## src/rtl/ktl_pkg.sv

```systemverilog
// Shared types and constants for the keyframe translation interpolator.
// No dependencies.
package ktl_pkg;
  localparam int JOINTS = 16;
  localparam int KEYS = 64;
  localparam int JW = 4;
  localparam int KW = 6;
  localparam int AW = JW + KW;

  localparam logic [2:0] ST_INTERP = 3'd0;
  localparam logic [2:0] ST_SINGLE = 3'd1;
  localparam logic [2:0] ST_EMPTY  = 3'd2;
  localparam logic [2:0] ST_PAST   = 3'd3;
  localparam logic [2:0] ST_ZERO   = 3'd4;

  // Controller to datapath commands
  typedef struct packed {
    logic          capture;   // latch input item
    logic          key_wr;    // write key memories
    logic          rd;        // issue memory read
    logic [KW-1:0] rd_idx;    // key index to read
    logic          ld_t1;     // load probe time (t1) from read data
    logic          ld_a;      // load start key (time+vector)
    logic          ld_b;      // load end key vector
    logic          div_start; // load dividend, clear divider
    logic          div_step;  // one quotient bit
    logic          mul_start; // clear lerp unit
    logic          mul_step;  // one component step
  } ktl_cmd_t;

  typedef struct packed {
    logic        action;
    logic [6:0]  count;
    logic        q_lt_t1;   // query time < key time in read data
    logic        t1_le_t0;  // t1 <= t0
  } ktl_stat_t;
endpackage

```

## src/rtl/ktl_ctrl.sv

```systemverilog
// Controller state machine sequencing search, divide and lerp.
// Depends on ktl_pkg.
module ktl_ctrl import ktl_pkg::*; (
  input  logic      clk,
  input  logic      rst_n,
  input  logic      start,
  output logic      busy,
  output ktl_cmd_t  cmd,
  input  ktl_stat_t stat,
  output logic      out_valid,
  output logic [5:0] seg_out,
  output logic [2:0] status_out,
  output logic      zero_vec
);
  typedef enum logic [3:0] {
    S_IDLE, S_DEC, S_SRD, S_SCMP, S_ARD, S_AWT, S_ALD, S_BLD, S_DIV, S_MUL, S_DONE
  } state_t;

  state_t     st_r, st_nxt;
  logic [5:0] i_r, i_nxt;
  logic [5:0] cnt6;
  logic [5:0] n_r, n_nxt;
  logic [2:0] status_r, status_nxt;
  logic       ov_r, ov_nxt, zv_r, zv_nxt;

  assign cnt6 = stat.count[5:0] - 6'd1;

  always_comb begin
    st_nxt = st_r; i_nxt = i_r; n_nxt = n_r; status_nxt = status_r;
    ov_nxt = 1'b0; zv_nxt = zv_r;
    cmd = '0;
    cmd.rd_idx = i_r;
    case (st_r)
      S_IDLE: if (start) begin cmd.capture = 1'b1; st_nxt = S_DEC; end
      S_DEC: begin
        if (!stat.action) begin
          cmd.key_wr = 1'b1; st_nxt = S_IDLE;
        end else if (stat.count == 7'd0) begin
          status_nxt = ST_EMPTY; zv_nxt = 1'b1; i_nxt = '0; ov_nxt = 1'b1; st_nxt = S_IDLE;
        end else if (stat.count == 7'd1) begin
          status_nxt = ST_SINGLE; zv_nxt = 1'b0; i_nxt = '0; st_nxt = S_ARD;
        end else begin
          i_nxt = 6'd1; zv_nxt = 1'b0; st_nxt = S_SRD;
        end
      end
      S_SRD: begin cmd.rd = 1'b1; st_nxt = S_SCMP; end
      S_SCMP: begin
        if (stat.q_lt_t1) begin
          cmd.ld_t1 = 1'b1; i_nxt = i_r - 6'd1; status_nxt = ST_INTERP; st_nxt = S_ARD;
        end else if (i_r == cnt6) begin
          status_nxt = ST_PAST; st_nxt = S_ARD;
        end else begin
          i_nxt = i_r + 6'd1; st_nxt = S_SRD;
        end
      end
      S_ARD: begin cmd.rd = 1'b1; st_nxt = S_ALD; end
      S_ALD: begin
        cmd.ld_a = 1'b1;
        if (status_r != ST_INTERP) begin
          ov_nxt = 1'b1; st_nxt = S_IDLE;
        end else begin
          cmd.rd_idx = i_r + 6'd1; cmd.rd = 1'b1; st_nxt = S_AWT;
        end
      end
      S_AWT: begin
        cmd.ld_b = 1'b1;
        if (stat.t1_le_t0) begin
          status_nxt = ST_ZERO; ov_nxt = 1'b1; st_nxt = S_IDLE;
        end else begin
          cmd.div_start = 1'b1; n_nxt = 6'd0; st_nxt = S_DIV;
        end
      end
      S_DIV: begin
        cmd.div_step = 1'b1; n_nxt = n_r + 6'd1;
        if (n_r == 6'd47) st_nxt = S_BLD;
      end
      S_BLD: begin cmd.mul_start = 1'b1; n_nxt = '0; st_nxt = S_MUL; end
      S_MUL: begin
        cmd.mul_step = 1'b1; n_nxt = n_r + 6'd1;
        if (n_r == 6'd2) st_nxt = S_DONE;
      end
      S_DONE: begin ov_nxt = 1'b1; st_nxt = S_IDLE; end
      default: st_nxt = S_IDLE;
    endcase
  end

  always_ff @(posedge clk) begin
    if (!rst_n) begin
      st_r <= S_IDLE; i_r <= '0; n_r <= '0; status_r <= '0; ov_r <= 1'b0; zv_r <= 1'b0;
    end else begin
      st_r <= st_nxt; i_r <= i_nxt; n_r <= n_nxt; status_r <= status_nxt;
      ov_r <= ov_nxt; zv_r <= zv_nxt;
    end
  end

  assign busy = (st_r != S_IDLE);
  assign out_valid = ov_r;
  assign seg_out = i_r;
  assign status_out = status_r;
  assign zero_vec = zv_r;

  a_idle_start: assert property (@(posedge clk) disable iff (!rst_n)
    start && !busy |=> busy) else $error("start not taken");
  a_strobe_1: assert property (@(posedge clk) disable iff (!rst_n)
    out_valid |=> !out_valid) else $error("strobe longer than one cycle");
  a_strobe_idle: assert property (@(posedge clk) disable iff (!rst_n)
    out_valid |-> !busy) else $error("result while busy");
endmodule

```

## config.mk

```make
export PLATFORM = sky130hd
export DESIGN_NAME = ktl_ctrl
export DESIGN_NICKNAME = d
export VERILOG_FILES = /design/src/rtl/ktl_pkg.sv /design/src/rtl/ktl_ctrl.sv
export SDC_FILE = /design/constraint.sdc
export NUM_CORES = 1
export LEC_CHECK = 0
export BUFFER_PORTS_ARGS = -buffer_cell sky130_fd_sc_hd__buf_2
export CAP_MARGIN = 20
export CELL_PAD_IN_SITES_DETAIL_PLACEMENT = 0
export CELL_PAD_IN_SITES_GLOBAL_PLACEMENT = 2
export CORE_ASPECT_RATIO = 0.5
export CORE_UTILIZATION = 30
export DETAILED_ROUTE_END_ITERATION = 10
export PLACE_DENSITY_LB_ADDON = 0.05
export SYNTH_ARGS = -nofsm -noshare
export SYNTH_HDL_FRONTEND = slang
export SYNTH_SLANG_ARGS = --single-unit
```

## constraint.sdc

```tcl
create_clock -name clk -period 2.75 [get_ports clk]
set_input_delay 0.4125 -clock clk [delete_from_list [all_inputs] [get_ports clk]]
set_output_delay 0.4125 -clock clk [all_outputs]
set_load 0.1 [all_outputs]
```

==> summary.txt, run 1 <==
Dpl hpwl -> 3940 um
Reg2reg path depth -> 6
Sum Neg Setup Slack -> 0 ps
Final slew viol count -> 0
Final Setup Violations -> 0
TritonCTS buffer count -> 3
Worst path required time -> 2340 ps
RSZ-0062 raised after global routing -> no
Post-synthesis xor/xnor area fraction -> 8.38%
CTS Sinks -> 21
1st-iter DRT viols -> 92
Yosys top cell area share -> 23.7%
Worst Path Max Fanout -> 17
Post-CTS sizing -> 0
CP endpoint kind -> output port
Peak supply drop -> 0.000225 V
Antenna Cells -> 0
Status -> complete, no violations
Critical R2R Launch -> st_r[0]
Routability cong. -> 0.764
# fillers -> 603
Fin util -> 41.2%
Worst hold path depth -> 2
Max-cap violation count -> 0
DR pass1 iterations -> 4
Largest net degree at the start of global routing -> 18
Clock Pin Slew Worst Setup and Hold Paths -> 60 ps
Async SR Flop Fraction -> 0%
Post-CTS Setup Repair Bufs -> 0
Post-DRT Antenna Nets -> 0
CTS tree -> built
Largest family of logic cells by synthesized area -> simple AND/OR/NAND/NOR gates
Placed cell area -> 0.00222 mm^2
Post-synthesis cell area -> 0.00178 mm^2
Complex-gate fraction of the synthesized area -> 21.3%
Vias per inst -> 5.23
Die Width -> 111 um
CP Class -> flip-flop to output port
Worst hold path type -> flip-flop to flip-flop
H-tree depth -> 1
Root Driver -> clkbuf_16
CTS Buffer Depth -> 2
Synth area leaders -> dfxtp_1, nor2_1, xnor2_1
First-pass GRT wire length -> 8380 um
Initial antenna violation count -> 0
DIE AREA -> 0.00625 mm^2
Adder-Cell Fraction of Synth Area -> 4.23%
Total power -> 0.870 mW
Initial core utilization -> 31.8%
Via count -> 1787
Start point of the worst hold path -> status_out[2]
Most frequent cells in the layout -> buf_2, nor2_1, dfxtp_1
Later-pin clock latency in the skew report -> 260 ps
Share of cells above drive strength 1 -> 29.7%
Kind of start point of the critical path -> flip-flop
Synth warnings -> 0
Max frequency -> 408 MHz
EDFF count, synth -> 0
Vias in the first global route -> 1620
LEAKAGE -> 0.987 nW
Syn Inst Count -> 237
Net Count, Synth -> 256
Measured slew at the worst slew-check pin -> 800 ps
GRT Resource Usage Total -> 16.9%
Hold slack -> 493 ps
Primary FF master, synth -> dfxtp_1
Area Growth Syn to Fin -> 29.4%
DIE HEIGHT -> 56.4 um
Netlist cell types -> 60
Hold Fails Final Rpt -> 0
Crit path launch -> st_r[0]
Leading area contributor after synthesis -> dfxtp_1
GRT overflow -> 0
Pwr Density -> 378 mW/mm^2
Mux cell area share after synthesis -> 3.59%
Number of I/O pins -> 41
# DRC -> 0
Seq/Total Area, Yosys -> 23.7%
Min cycle time layout -> 2450 ps
Commonest non-fill, non-tap cell in the layout -> buf_2
FF+latch count, synth -> 21
Core area -> 0.00559 mm^2
Rows -> 19
Setup Skew -> 2.74 ps
Syn_area_per_cell -> 7.50 um^2
Routed WL -> 5060 um
Routed WL per cell -> 14.8 um
# nets final -> 289
Area share of and/or/nand/nor cells after synthesis -> 31.1%
Crit path DAT -> 2040 ps
Worst slew margin -> 46.2%
# port buffers -> 40
Hold_buf cts -> 0
Fin area -> 0.00230 mm^2
Fin crit share -> 89.0%
through the flow:
step	worst slack (ps)	cells
after CTS	330	342
after global routing	195	342
final	302	342
after detailed placement	272	338
after global placement	315	338
after floorplan	-383	237
report_power, final:
| part | internal (mW) | switching [mW] |
|---|---|---|
| Combinational | 0.0685 | 0.163 |
| Clock | 0.195 | 0.115 |
| Sequential | 0.311 | 0.0165 |
| Total | 0.575 | 0.295 |
cell families (layout without fill, tap and decap cells):
group                      count (synthesis)  after routing
and+or+nand+nor                          106            106
AOI/OAI and AO/OA                         54             54
buffers and inverters                     27             59
DFF                                       21             21
xor gates and xnor gates                  17             17
adders and majority gates                  6              6
muxes                                      6              6
path summary, 6_finish.rpt:
kind | end | slack, ps
worst max register to register | status_out[0] | 480
worst min register to register | status_out[2] | 490
worst max-delay path | cmd[14] | 300
worst min-delay path | status_out[2] | 490
cell type report:
cell class	instances	area, um^2	share of cell area, %
clock buffer	3	75.1	3.26
clock inverter	1	5.00	0.218
inverter	10	40.0	1.74
multi-input combinational	189	1370	59.5
sequential	21	423	18.4
tap	73	91.3	3.97
timing repair buffer	45	298	12.9
flip-flops by register name, summed over array words and instances, names as in the netlist:
signal / count
zero_vec: 1
n_r: 6
st_r: 4
out_valid: 1
status_out: 3
seg_out: 6
routing by layer:
layer  vias up  global-route usage [%]  part of all wire [%]
met5         -                       0                     0
met4         0                    3.43                  0.75
met3         5                    3.78                   4.1
met2        36                    24.6                    41
met1       841                    25.3                    54
li1        905                       -                     -
cells in the mapped netlist, types with 2 or more instances:
master    count
nor2_1       36
dfxtp_1      21
nand2_1      19
a21oi_1      15
nor3_1       11
inv_1         9
xnor2_1       9
nand3_1       8
xor2_1        8
clkbuf_1      7
buf_2         6
ha_1          6
o21ai_0       6
o21ai_1       6
a31oi_1       5
and3_1        5
nor2b_1       4
or3_1         4
mux2_2        3
mux2i_1       3
nand2b_1      3
buf_6         2
nand4_1       2
nor4bb_1      2
o221a_1       2
worst max-delay path: stages (launching register included):
cell and delay [ps]:
dfxtp_1 730, nor2b_1 410, nand2_1 120, nor2_1 90, buf_2 420
Note: power is estimated with default switching activity, not from simulation.
==> run 2: changes to the inputs <==
--- a/config.mk
+++ b/config.mk
@@ -13,6 +13,7 @@
 export CORE_UTILIZATION = 30
 export DETAILED_ROUTE_END_ITERATION = 10
 export PLACE_DENSITY_LB_ADDON = 0.05
+export REMOVE_ABC_BUFFERS = 1
 export SYNTH_ARGS = -nofsm -noshare
 export SYNTH_HDL_FRONTEND = slang
 export SYNTH_SLANG_ARGS = --single-unit
==> run 2 against run 1 <==
Against the previous run:
- die area unchanged
- worst hold slack worse by 3.1 ps
- sequential power barely moved
- combinational power is essentially flat
- sequential share of layout area rose by 0.74 points
- register-to-register slack better by 100 ps
- critical path depth grew 3
- power grew 0.52%
- wire length up 1.0%
- largest cell class unchanged
- largest power group unchanged
- highest routed layer unchanged
==> summary.txt, run 2 (synthesized netlist as in run 1, its figures left out) <==
Clk pwr share -> 36.2% (+0.5 points)
Pwr Density -> 398 mW/mm^2 (+5.2%)
Die Width -> 111 um (unchanged)
Worst slew margin -> 43.8% (-2.5 points)
Worst hold path type -> flip-flop to flip-flop
Dpl hpwl -> 3970 um (+0.77%)
Cell family with most CP delay -> simple AND/OR/NAND/NOR gates
Setup Skew -> 2.25 ps (-0.493 ps)
# nets final -> 290 (+0.35%)
Via count -> 1750 (-2.1%)
Final Setup Violations -> 0 (unchanged)
Root Driver -> clkbuf_16
Initial antenna violation count -> 0 (unchanged)
Logic gate share of total power -> 26.4% (-0.2 points)
DIE AREA -> 0.00625 mm^2 (unchanged)
DIE HEIGHT -> 56.4 um (unchanged)
CTS Buffer Depth -> 2 (unchanged)
Core area -> 0.00559 mm^2 (unchanged)
Worst path required time -> 2340 ps (about the same)
Final slew viol count -> 0 (unchanged)
Fin crit share -> 92.3% (+3.2 points)
Net Sw Frac -> 33.8% (-0.071 points)
Cell mode on critical path -> nand2_1
CP Class -> flip-flop to output port
1st-iter DRT viols -> 102 (+11%)
Hold_buf cts -> 0 (unchanged)
Commonest non-fill, non-tap cell in the layout -> nor2_1
Critical R2R Launch -> st_r[0]
Share of cells above drive strength 1 -> 23.3% (-6.4 points)
Routability cong. -> 0.776 (+1.5%)
Met3 GRT Util -> 3.46% (-0.32 points)
Buf+Inv Stages, Crit Path -> 2 (+1)
Endpoint, Worst Hold -> status_out[2]
First-pass GRT wire length -> 8610 um (+2.8%)
CTS tree -> built
Start point of the worst hold path -> status_out[2]
H-tree depth -> 1 (unchanged)
R2r endpoint -> status_out[1]
Later-pin clock latency in the skew report -> 250 ps (about the same)
TritonCTS buffer count -> 3 (unchanged)
Initial core utilization -> 31.8% (unchanged)
Max-cap violation count -> 0 (unchanged)
P_sw -> 0.296 mW (+0.31%)
Reg2reg path depth -> 6 (unchanged)
Pre-CTS setup slack -> 289 ps (+17.2 ps)
Internal reg-to-reg setup slack -> 580 ps (+100 ps)
Met2 usage -> 27.7% (+3.1 points)
Gr busiest metal -> met2
Rows -> 19 (unchanged)
Crit path DAT -> 2120 ps (+80 ps)
CP endpoint kind -> output port
Number of I/O pins -> 41 (unchanged)
Max frequency -> 394 MHz (-3.5%)
Worst Path Max Fanout -> 9 (-8)
CP Cell Sequence -> nand2_1 -> nor3_1 -> buf_4 -> nand2_1 -> nor2_1 -> xor2_1 -> buf_12
Peak supply drop -> 0.000215 V (-4.3%)
PnR worst setup slack -> 213 ps (-89.0 ps)
Worst hold path depth -> 2 (unchanged)
Vias per inst -> 5.10 (-2.4%)
Slowest stage cell, crit path -> dfxtp_1
Area Growth Syn to Fin -> 23.7%
Critical path's largest stage delay -> 490 ps (-240 ps)
Routed WL per cell -> 14.9 um (+0.71%)
Post-CTS Setup Repair Bufs -> 0 (unchanged)
LEAKAGE -> 0.954 nW (-3.4%)
CTS Sinks -> 21 (unchanged)
Most frequent cells in the layout -> nor2_1, buf_2, dfxtp_1
DR pass1 iterations -> 5 (+1)
Status -> complete, no violations
Vias in the first global route -> 1676 (+3.5%)
# DRC -> 0 (unchanged)
RSZ-0062 raised after global routing -> no
# port buffers -> 40 (unchanged)
Reg power frac -> 37.3% (-0.3 points)
Post-CTS sizing -> 0 (unchanged)
Clock Pin Slew Worst Setup and Hold Paths -> 60 ps (about the same)
Internal power -> 0.578 mW (+0.63%)
Routed WL -> 5120 um (+1.0%)
Post-DRT Antenna Nets -> 0 (unchanged)
Hold slack -> 490 ps (-3.07 ps)
Measured slew at the worst slew-check pin -> 837 ps (+36.9 ps)
GRT overflow -> 0 (unchanged)
Largest net degree at the start of global routing -> 18 (unchanged)
GRT Resource Usage Total -> 17.4% (+0.41 points)
Kind of start point of the critical path -> flip-flop
Crit path launch -> st_r[1]
Min cycle time layout -> 2540 ps (+89.0 ps)
Hold Fails Final Rpt -> 0 (unchanged)
Antenna Cells -> 0 (unchanged)
Sum Neg Setup Slack -> 0 ps (unchanged)
Met1 Usage GRT -> 24.5% (-0.77 points)
[run 2: worst max path at each step]
stage / slack, ps / depth (start not counted) / end
finish: 210 / 7 / cmd[12]
floorplan: -2780 / 4 / cmd[7]
detailed placement: 290 / 9 / seg_out[4]
CTS: 260 / 7 / cmd[12]
global route: 100 / 7 / cmd[11]
global placement: 310 / 9 / seg_out[4]
[run 2: power by group through the flow]
| stage | logic [mW] | registers [mW] | clock network (mW) |
|---|---|---|---|
| after floorplan | 0.140 | 0.358 | 0 |
| after global placement | 0.232 | 0.333 | 0 |
| after detailed placement | 0.230 | 0.333 | 0 |
| after CTS | 0.232 | 0.326 | 0.327 |
| after global routing | 0.249 | 0.328 | 0.342 |
| final | 0.231 | 0.326 | 0.317 |
[run 2: metrics by stage]
stage               power (mW)  area (um^2)  utilization [%]  std cells
floorplan                0.498         1680                -        220
global placement         0.565         2120             37.9        339
detailed placement       0.563         2120             37.9        339
CTS                      0.884         2200             39.3        343
global route             0.918         2200             39.3        343
finish                   0.874         2200             39.3        343
[run 2: final cells by class]
cell class | instances | area (um^2)
fill | 594 | 3390
multi-input combinational | 189 | 1220
sequential | 21 | 420
timing repair buffer | 46 | 350
tap | 73 | 91.3
clock buffer | 4 | 78.8
inverter | 10 | 37.5
[run 2: metal layers]
layer  vias to the layer above  routed length (um)
met2                        36                2190
met3                         2                 183
li1                        907                   -
met5                         -                   0
met1                       805                2730
met4                         0                  15
[run 2: worst reg2reg max path: cells and delay by family (launching register included)]
family / cells / cell delay, ps
AND/OR/NAND/NOR: 4 / 1040
AO/OA/AOI/OAI: 2 / 370
flip-flops: 1 / 640
